<file path="src/sv/swbqc_pkg.sv">
package swbqc_pkg;

  // Default sizing of the history memory and of the running total.
  localparam int DEF_MAX_WINDOW  = 1024;
  localparam int DEF_TOTAL_WIDTH = 24;

  // Fixed field widths.
  localparam int CHAR_W    = 8;
  localparam int CFG_W     = 11;
  localparam int CNT_W     = 11;
  localparam int MATCH_W   = 24;
  localparam int REG_IDX_W = 3;
  localparam int NUM_BASES = 4;

  // Reset value of the window length register.
  localparam logic [CFG_W-1:0] DEF_WINDOW_LENGTH = 11'd4;

  // Saturation limit of a base count.
  localparam logic [CNT_W-1:0] CNT_MAX = '1;

  // ASCII codes of the recognized bases.
  localparam logic [CHAR_W-1:0] CHAR_A = 8'h41;
  localparam logic [CHAR_W-1:0] CHAR_C = 8'h43;
  localparam logic [CHAR_W-1:0] CHAR_G = 8'h47;

  // Two-bit base codes kept in the history memory.
  typedef enum logic [1:0] {
    BASE_A = 2'd0,
    BASE_C = 2'd1,
    BASE_G = 2'd2,
    BASE_T = 2'd3
  } base_t;

  // Configuration register indexes.
  typedef enum logic [REG_IDX_W-1:0] {
    REG_WINDOW_LENGTH = 3'd0,
    REG_MIN_A         = 3'd1,
    REG_MIN_C         = 3'd2,
    REG_MIN_G         = 3'd3,
    REG_MIN_T         = 3'd4
  } reg_idx_t;

  // Map an ASCII character to a base code; anything unrecognized is a T.
  function automatic base_t char_to_base(input logic [CHAR_W-1:0] ch);
    base_t b;
    case (ch)
      CHAR_A:  b = BASE_A;
      CHAR_C:  b = BASE_C;
      CHAR_G:  b = BASE_G;
      default: b = BASE_T;
    endcase
    return b;
  endfunction

endpackage

</file>
<file path="src/sv/sliding_window_base_quota_counter.sv">
// Counts A, C, G and T over a sliding window of the last window_length
// characters of a string and reports, for every character item, whether the
// window is full, whether every count meets its minimum, and a saturating
// total of qualifying windows so far in the string. Characters other than
// A, C and G count as T. The block takes one item per cycle while the output
// is not stalled, with a read stage and an output register; the base codes of
// the window live in a one-port-write, one-port-read memory of MAX_WINDOW
// two-bit entries, read at acceptance and bypassed when the write of the previous
// item hits the same entry. An item with tlast ends the string and clears the
// counts, the fill level and the total; writing window_length restarts the string
// as well. Length zero acts as one, and lengths above MAX_WINDOW as MAX_WINDOW.
// Users must write configuration only while idle; the block does not enforce it.
module sliding_window_base_quota_counter #(
  parameter int MAX_WINDOW  = swbqc_pkg::DEF_MAX_WINDOW,
  parameter int TOTAL_WIDTH = swbqc_pkg::DEF_TOTAL_WIDTH
) (
  input  logic                                clk,
  input  logic                                rst_n,
  // Input channel.
  input  logic                                in_tvalid,
  output logic                                in_tready,
  input  logic [swbqc_pkg::CHAR_W-1:0]        in_tdata,   // [7:0] base_char
  input  logic                                in_tlast,   // end_of_string
  // Result channel.
  output logic                                out_tvalid,
  input  logic                                out_tready,
  output logic [31:0]                         out_tdata,  // [0] window_valid,
                                                          // [1] window_meets_quota,
                                                          // [25:2] match_total,
                                                          // [31:26] zero
  output logic                                out_tlast,  // is_last
  // Configuration port.
  input  logic                                cfg_we,
  input  logic [swbqc_pkg::REG_IDX_W-1:0]     cfg_addr,
  input  logic [swbqc_pkg::CFG_W-1:0]         cfg_wdata
);

  localparam int AW = (MAX_WINDOW > 1) ? $clog2(MAX_WINDOW) : 1;
  localparam int SW = $clog2(MAX_WINDOW + 1);
  localparam int CW = (SW > swbqc_pkg::CFG_W) ? SW : swbqc_pkg::CFG_W;
  localparam logic [CW-1:0] MAX_LEN = CW'(MAX_WINDOW);
  localparam logic [CW-1:0] EFF_RESET =
    (CW'(swbqc_pkg::DEF_WINDOW_LENGTH) > MAX_LEN) ? MAX_LEN
                                                   : CW'(swbqc_pkg::DEF_WINDOW_LENGTH);
  localparam logic [TOTAL_WIDTH-1:0] TOTAL_MAX = '1;

  // Configuration registers.
  logic [CW-1:0]                    eff_len_r;
  logic [swbqc_pkg::CNT_W-1:0]      min_cnt_r [swbqc_pkg::NUM_BASES];

  // Front stage: pointer and fill level.
  logic [AW-1:0]                    ptr_r;
  logic [CW-1:0]                    seen_r;

  // Read stage registers.
  logic                             s1_valid_r;
  logic [AW-1:0]                    s1_ptr_r;
  swbqc_pkg::base_t                 s1_code_r;
  logic                             s1_last_r;
  logic                             s1_remove_r;
  logic                             s1_full_r;
  logic                             fwd_r;
  swbqc_pkg::base_t                 fwd_code_r;
  logic [1:0]                       rd_data_r;

  // Update stage state.
  logic [swbqc_pkg::CNT_W-1:0]      cnt_r [swbqc_pkg::NUM_BASES];
  logic [TOTAL_WIDTH-1:0]           total_r;

  // Output register.
  logic                             out_valid_r;
  logic                             out_full_r;
  logic                             out_meets_r;
  logic [swbqc_pkg::MATCH_W-1:0]    out_total_r;
  logic                             out_last_r;

  // History memory of base codes.
  logic [1:0]                       hist_mem [MAX_WINDOW];

  logic                             advance;
  logic                             accept;
  logic [CW-1:0]                    cur_ptr;
  logic [CW-1:0]                    ptr_inc;
  logic [AW-1:0]                    ptr_nxt;
  logic [CW-1:0]                    seen_nxt;
  swbqc_pkg::base_t                 in_code;
  logic [CW-1:0]                    wr_len;
  logic [1:0]                       old_code;
  logic [swbqc_pkg::CNT_W-1:0]      cnt_nxt [swbqc_pkg::NUM_BASES];
  logic                             meets;
  logic [TOTAL_WIDTH-1:0]           total_nxt;
  logic [31:0]                      total_ext;

  // Handshake: the read stage moves on whenever the output register is free.
  assign advance   = !out_valid_r || out_tready;
  assign in_tready = !s1_valid_r || advance;
  assign accept    = in_tvalid && in_tready;

  // Front stage: slot to overwrite, next pointer and fill level.
  always_comb begin
    cur_ptr  = (CW'(ptr_r) >= eff_len_r) ? '0 : CW'(ptr_r);
    ptr_inc  = cur_ptr + CW'(1);
    ptr_nxt  = (ptr_inc >= eff_len_r) ? '0 : ptr_inc[AW-1:0];
    seen_nxt = (seen_r < eff_len_r) ? seen_r + CW'(1) : seen_r;
    in_code  = swbqc_pkg::char_to_base(in_tdata);
  end

  // Clamped window length for a configuration write.
  always_comb begin
    if (cfg_wdata == '0) begin
      wr_len = CW'(1);
    end else if (CW'(cfg_wdata) > MAX_LEN) begin
      wr_len = MAX_LEN;
    end else begin
      wr_len = CW'(cfg_wdata);
    end
  end

  // Update stage: remove the leaving base, add the entering one, check quota.
  always_comb begin
    logic [swbqc_pkg::CNT_W-1:0] trimmed;
    old_code = fwd_r ? fwd_code_r : rd_data_r;
    meets    = s1_full_r;
    for (int i = 0; i < swbqc_pkg::NUM_BASES; i++) begin
      trimmed = cnt_r[i];
      if (s1_remove_r && old_code == 2'(i) && cnt_r[i] != '0) begin
        trimmed = cnt_r[i] - swbqc_pkg::CNT_W'(1);
      end
      cnt_nxt[i] = trimmed;
      if (s1_code_r == 2'(i) && trimmed != swbqc_pkg::CNT_MAX) begin
        cnt_nxt[i] = trimmed + swbqc_pkg::CNT_W'(1);
      end
      if (cnt_nxt[i] < min_cnt_r[i]) begin
        meets = 1'b0;
      end
    end
    total_nxt = (meets && total_r != TOTAL_MAX) ? total_r + TOTAL_WIDTH'(1) : total_r;
    total_ext = 32'(total_nxt);
  end

  // History memory: write back in the update stage, read in the front stage.
  always_ff @(posedge clk) begin
    if (s1_valid_r && advance) begin
      hist_mem[s1_ptr_r] <= s1_code_r;
    end
    if (accept) begin
      rd_data_r  <= hist_mem[cur_ptr[AW-1:0]];
      fwd_r      <= s1_valid_r && advance && (s1_ptr_r == cur_ptr[AW-1:0]);
      fwd_code_r <= s1_code_r;
    end
  end

  // Read stage payload.
  always_ff @(posedge clk) begin
    if (accept) begin
      s1_ptr_r    <= cur_ptr[AW-1:0];
      s1_code_r   <= in_code;
      s1_last_r   <= in_tlast;
      s1_remove_r <= (seen_r >= eff_len_r);
      s1_full_r   <= (seen_nxt >= eff_len_r);
    end
  end

  // Output payload.
  always_ff @(posedge clk) begin
    if (s1_valid_r && advance) begin
      out_full_r  <= s1_full_r;
      out_meets_r <= meets;
      out_total_r <= total_ext[swbqc_pkg::MATCH_W-1:0];
      out_last_r  <= s1_last_r;
    end
  end

  // Control state, configuration and string state.
  always_ff @(posedge clk) begin
    if (!rst_n) begin
      eff_len_r   <= EFF_RESET;
      for (int i = 0; i < swbqc_pkg::NUM_BASES; i++) begin
        min_cnt_r[i] <= '0;
        cnt_r[i]     <= '0;
      end
      ptr_r       <= '0;
      seen_r      <= '0;
      total_r     <= '0;
      s1_valid_r  <= 1'b0;
      out_valid_r <= 1'b0;
    end else begin
      // Front stage.
      if (accept) begin
        ptr_r  <= in_tlast ? '0 : ptr_nxt;
        seen_r <= in_tlast ? '0 : seen_nxt;
      end
      if (accept) begin
        s1_valid_r <= 1'b1;
      end else if (advance) begin
        s1_valid_r <= 1'b0;
      end

      // Update stage.
      if (s1_valid_r && advance) begin
        for (int i = 0; i < swbqc_pkg::NUM_BASES; i++) begin
          cnt_r[i] <= s1_last_r ? '0 : cnt_nxt[i];
        end
        total_r <= s1_last_r ? '0 : total_nxt;
      end
      if (advance) begin
        out_valid_r <= s1_valid_r;
      end

      // Configuration writes; a new window length restarts the string.
      if (cfg_we) begin
        case (swbqc_pkg::reg_idx_t'(cfg_addr))
          swbqc_pkg::REG_WINDOW_LENGTH: begin
            eff_len_r <= wr_len;
            ptr_r     <= '0;
            seen_r    <= '0;
            total_r   <= '0;
            for (int i = 0; i < swbqc_pkg::NUM_BASES; i++) begin
              cnt_r[i] <= '0;
            end
          end
          swbqc_pkg::REG_MIN_A: min_cnt_r[swbqc_pkg::BASE_A] <= cfg_wdata;
          swbqc_pkg::REG_MIN_C: min_cnt_r[swbqc_pkg::BASE_C] <= cfg_wdata;
          swbqc_pkg::REG_MIN_G: min_cnt_r[swbqc_pkg::BASE_G] <= cfg_wdata;
          swbqc_pkg::REG_MIN_T: min_cnt_r[swbqc_pkg::BASE_T] <= cfg_wdata;
          default: ;
        endcase
      end
    end
  end

  assign out_tvalid = out_valid_r;
  assign out_tdata  = {6'b0, out_total_r, out_meets_r, out_full_r};
  assign out_tlast  = out_last_r;

`ifndef SYNTHESIS
  // The write pointer always lies inside the current window.
  a_ptr_in_window: assert property (@(posedge clk) disable iff (!rst_n)
    CW'(ptr_r) < eff_len_r)
    else $error("write pointer outside window");

  // The fill level never passes the window length.
  a_seen_bounded: assert property (@(posedge clk) disable iff (!rst_n)
    seen_r <= eff_len_r)
    else $error("fill level beyond window length");

  // A window can only meet quota once it is full.
  a_meets_needs_full: assert property (@(posedge clk) disable iff (!rst_n)
    out_valid_r |-> (out_full_r || !out_meets_r))
    else $error("quota met on a partial window");

  // While the end-of-string result waits, the string state is already clear.
  a_last_clears: assert property (@(posedge clk) disable iff (!rst_n)
    (out_valid_r && out_last_r) |-> (total_r == '0 && cnt_r[0] == '0 &&
      cnt_r[1] == '0 && cnt_r[2] == '0 && cnt_r[3] == '0))
    else $error("string state not cleared after last item");
`endif

endmodule

</file>
<file path="config.mk">
export PLATFORM = sky130hd
export DESIGN_NAME = sliding_window_base_quota_counter
export DESIGN_NICKNAME = d
export VERILOG_FILES = /design/src/sv/swbqc_pkg.sv /design/src/sv/sliding_window_base_quota_counter.sv
export SDC_FILE = /design/constraint.sdc
export NUM_CORES = 2
export LEC_CHECK = 0
export BUFFER_PORTS_ARGS = -buffer_cell sky130_fd_sc_hd__buf_2
export CAP_MARGIN = 10
export CORE_ASPECT_RATIO = 0.9
export CORE_MARGIN = 2
export CORE_UTILIZATION = 42
export DETAILED_ROUTE_END_ITERATION = 8
export REMOVE_ABC_BUFFERS = 1
export SLEW_MARGIN = 20
export SYNTH_ARGS = -nofsm -noshare
export SYNTH_HDL_FRONTEND = slang
export SYNTH_SLANG_ARGS = --single-unit
export TNS_END_PERCENT = 50
</file>
<file path="constraint.sdc">
create_clock -name clk -period 23.3 [get_ports clk]
set_input_delay 1.165 -clock clk [delete_from_list [all_inputs] [get_ports clk]]
set_output_delay 1.165 -clock clk [all_outputs]
set_load 0.02 [all_outputs]
</file>
==> metrics.csv <==
stage,metric,value,unit
clocking,CTS resizes,0,
cells_and_area,fill count,20500,
placement,pre-CTS WS,15.34,ns
sta,fin worst setup slack,15.13,ns
cells_and_area,Finished Layout Cells,10600,
worst_setup_path,family with the most delay on the worst path,simple AND/OR/NAND/NOR gates,
clocking,CTS tree,yes,
placement,HPWL after DPL,174000,µm
power_and_ir_drop,Max rail drop VDD,0.0864,mV
synthesis,number of flops mapped to enable cells by yosys,2161,
clocking,CTS hold repair buffers,0,
routing,met1 WL,127000,µm
routing,met2 wire length,137000,µm
sta,Slew @ Worst Pin,1.22,ns
status,result of the run,finished clean,
routing,first-iteration detailed-routing DRC count,9293,
job,maxcap violations,0,
routing,Via density,6.15,
floorplanning,die area,237000,µm²
floorplanning,area of the core,232000,µm²
placement,GP Congestion,0.868,
sta,final setup fails,0,
clocking,clk root buf,clkbuf_16,
sta,skew final,0.0658,ns
routing,highest metal used,met5,
power_and_ir_drop,PwrDens,75.0,nW/µm²
grt,grt ovf,0,
grt,largest net degree at the start of global routing,239,
clocking,clock sink total,2241,
floorplanning,Starting Density,0.422,
worst_setup_path,worst-path fanout max,20,
worst_setup_path,Crit Path Class,flip-flop to flip-flop,
sta,Max Clock Freq,0.122,GHz
clocking,CTS H-tree lvls,4,
synthesis,ys async rst share,0,
worst_hold_path,HP Start,eff_len_r[9],
routing,routed length per instance,29.2,µm
worst_setup_path,Setup crit start kind,flip-flop,
power_and_ir_drop,Pwr Total,8150,µW
synthesis,Mapped Cells,7506,
placement,# placed instances,10200,
clocking,CTS max path bufs,3,
floorplanning,Row Count,168,
sta,unrepaired setup endpoints after global routing,no,
sta,Final Hold Vio Count,0,
synthesis,cell area after synthesis,98000,µm²
floorplanning,Die W,513,µm
synthesis,count of cell types in the netlist,104,
routing,drt drc,0,
cells_and_area,most frequent cells in the layout,"edfxtp_1, nor2_1, a21oi_1, mux2i_1, nand2_1",
grt,initial antenna violation count,11,
clocking,Clock transition at path regs,0.06,ns
routing,vias,65300,
floorplanning,# IOs,63,
grt,global-route wire length before repair,444000,µm
routing,WL final,310000,µm
worst_setup_path,max incr delay on CP,0.65,ns
worst_setup_path,slowest CP cell,nand4_1,
routing,final antenna-violating net count,0,
worst_setup_path,CP Data Required Time,23.88,ns
worst_setup_path,R2R depth,27,
worst_setup_path,Worst R2R Setup Slack,15.13,ns
worst_setup_path,crit end category,flip-flop,
cells_and_area,share of layout cells above drive strength 1,0.118,
routing,DRT Pass-1 Iters,6,
sta,Sum Neg Setup Slack,0,ns
sta,period utilisation layout,0.351,
floorplanning,Chip Height,462,µm
synthesis,Yosys reg bits,2241,
sta,Slew Limit Fails,0,
grt,vias in the first global route,62700,
worst_setup_path,CP arrival,8.75,ns
clocking,clk_lat worst skew,0.89,ns
cells_and_area,Final nets,7489,
synthesis,"Seq/Total Area, Yosys",0.678,
synthesis,Synth Area per Inst,13.1,µm²
clocking,Num CTS Buffers,219,
grt,GRT Util Overall,0.255,
routing,met3 routed WL,34500,µm
sta,Max-slew headroom,0.187,
placement,input/output buffers,56,
sta,min Tclk post-route,8.17,ns
cells_and_area,"commonest non-fill, non-tap cell in the layout",edfxtp_1,
cells_and_area,Synth-to-Final Area Change,10.9,%
synthesis,Syn. warnings,0,
clocking,post-CTS setup buffers,0,
synthesis,"Top FF cell, synth",edfxtp_1,
worst_setup_path,FF-to-FF End,out_total_r[15],
worst_setup_path,WP buf/inv,3,
worst_hold_path,Hold Path Stages,2,
worst_hold_path,worst min-delay path class,flip-flop to flip-flop,
worst_setup_path,Worst R2R Start,cnt_r[3][0],
worst_hold_path,Worst Hold End,eff_len_r[9],
power_and_ir_drop,Static Leak,0.0328,µW
-- synthesized netlist by cell type, types with 30 or more instances --
cell / n / area, µm²
a21oi_1: 521 / 2610
buf_1: 101 / 379
clkbuf_1: 474 / 1780
xnor2_1: 71 / 622
nor2_1: 1500 / 5630
inv_1: 104 / 390
or3_1: 43 / 269
xor2_1: 35 / 307
nand2_1: 254 / 953
nor3_1: 154 / 771
mux2i_1: 317 / 3170
nand3_1: 93 / 465
o21ai_0: 180 / 901
ha_1: 97 / 1210
mux4_2: 121 / 2730
o22ai_1: 135 / 845
edfxtp_1: 2161 / 64900
nand4_1: 30 / 188
dfxtp_1: 80 / 1600
o221ai_1: 50 / 438
and2_1: 73 / 457
mux2_2: 101 / 1140
a31oi_1: 36 / 225
o211ai_1: 116 / 871
a211oi_1: 82 / 616
-- worst min-delay path: stages, from the launching register on --
cell	delay, ns
dfxtp_1	0.31
nand2_1	0.05
a21oi_1	0.05
-- cell type report --
type,instances,area [µm²],share of cell area
antenna,4,10.0,0.0000921
clock buffer,293,5870,0.0540
clock inverter,114,1000,0.00919
inverter,107,417,0.00383
multi-input combinational,4552,29200,0.269
sequential,2241,66500,0.612
tap,3060,3830,0.0352
timing repair buffer,243,1860,0.0171
-- worst max-delay path by stage --
stage                     start               to  slack [ns]  cells past startpoint
floorplan              ptr_r[2]     rd_data_r[1]       -8.51                     10
global placement    cnt_r[1][7]  out_total_r[15]       15.54                     27
detailed placement  cnt_r[3][0]  out_total_r[15]       15.34                     27
CTS                 cnt_r[3][0]  out_total_r[15]       15.22                     27
global route        cnt_r[3][0]  out_total_r[15]       14.46                     27
finish              cnt_r[3][0]  out_total_r[15]       15.13                     27
-- per-layer routing --
metal	track usage	vias to the layer above
li1	-	28000
met1	0.365	33000
met2	0.383	3753
met3	0.0550	557
met4	0.0885	2
met5	0	-
-- state kept, by name, indices dropped and copies added (netlist names), 2 cells and up --
signal / flops
ptr_r: 10
s1_code_r: 2
min_cnt_r: 44
hist_mem: 2048
seen_r: 11
fwd_code_r: 2
s1_ptr_r: 10
total_r: 24
cnt_r: 44
rd_data_r: 2
out_total_r: 24
eff_len_r: 11
-- stage by stage --
stage / utilization / hold slack (ns) / instance area, µm²
after global routing: 0.468 / 0.483 / 109000
after floorplan: - / 0.427 / 95700
after CTS: 0.467 / 0.466 / 109000
after detailed placement: 0.438 / 0.454 / 102000
after global placement: 0.438 / 0.446 / 102000
final: 0.468 / 0.466 / 109000
-- where the power goes --
part	leakage [µW]	internal [µW]	switching (µW)
Sequential	0.0197	4390	14.1
Clock	0.00333	1890	1570
Combinational	0.00972	79.1	214
-- cells by family after synthesis --
logic type | Yosys count | share of synthesized area
AND/OR/NAND/NOR | 2359 | 0.105
AO/OA/AOI/OAI | 1443 | 0.0945
flip-flops | 2241 | 0.678
adder cells (fa/ha/maj) | 98 | 0.0125
multiplexers | 540 | 0.0719
XOR/XNOR | 106 | 0.00947
other | 1 | 0.0000383
buffers and inverters | 718 | 0.0283
Note: power is estimated with default switching activity, not from simulation.
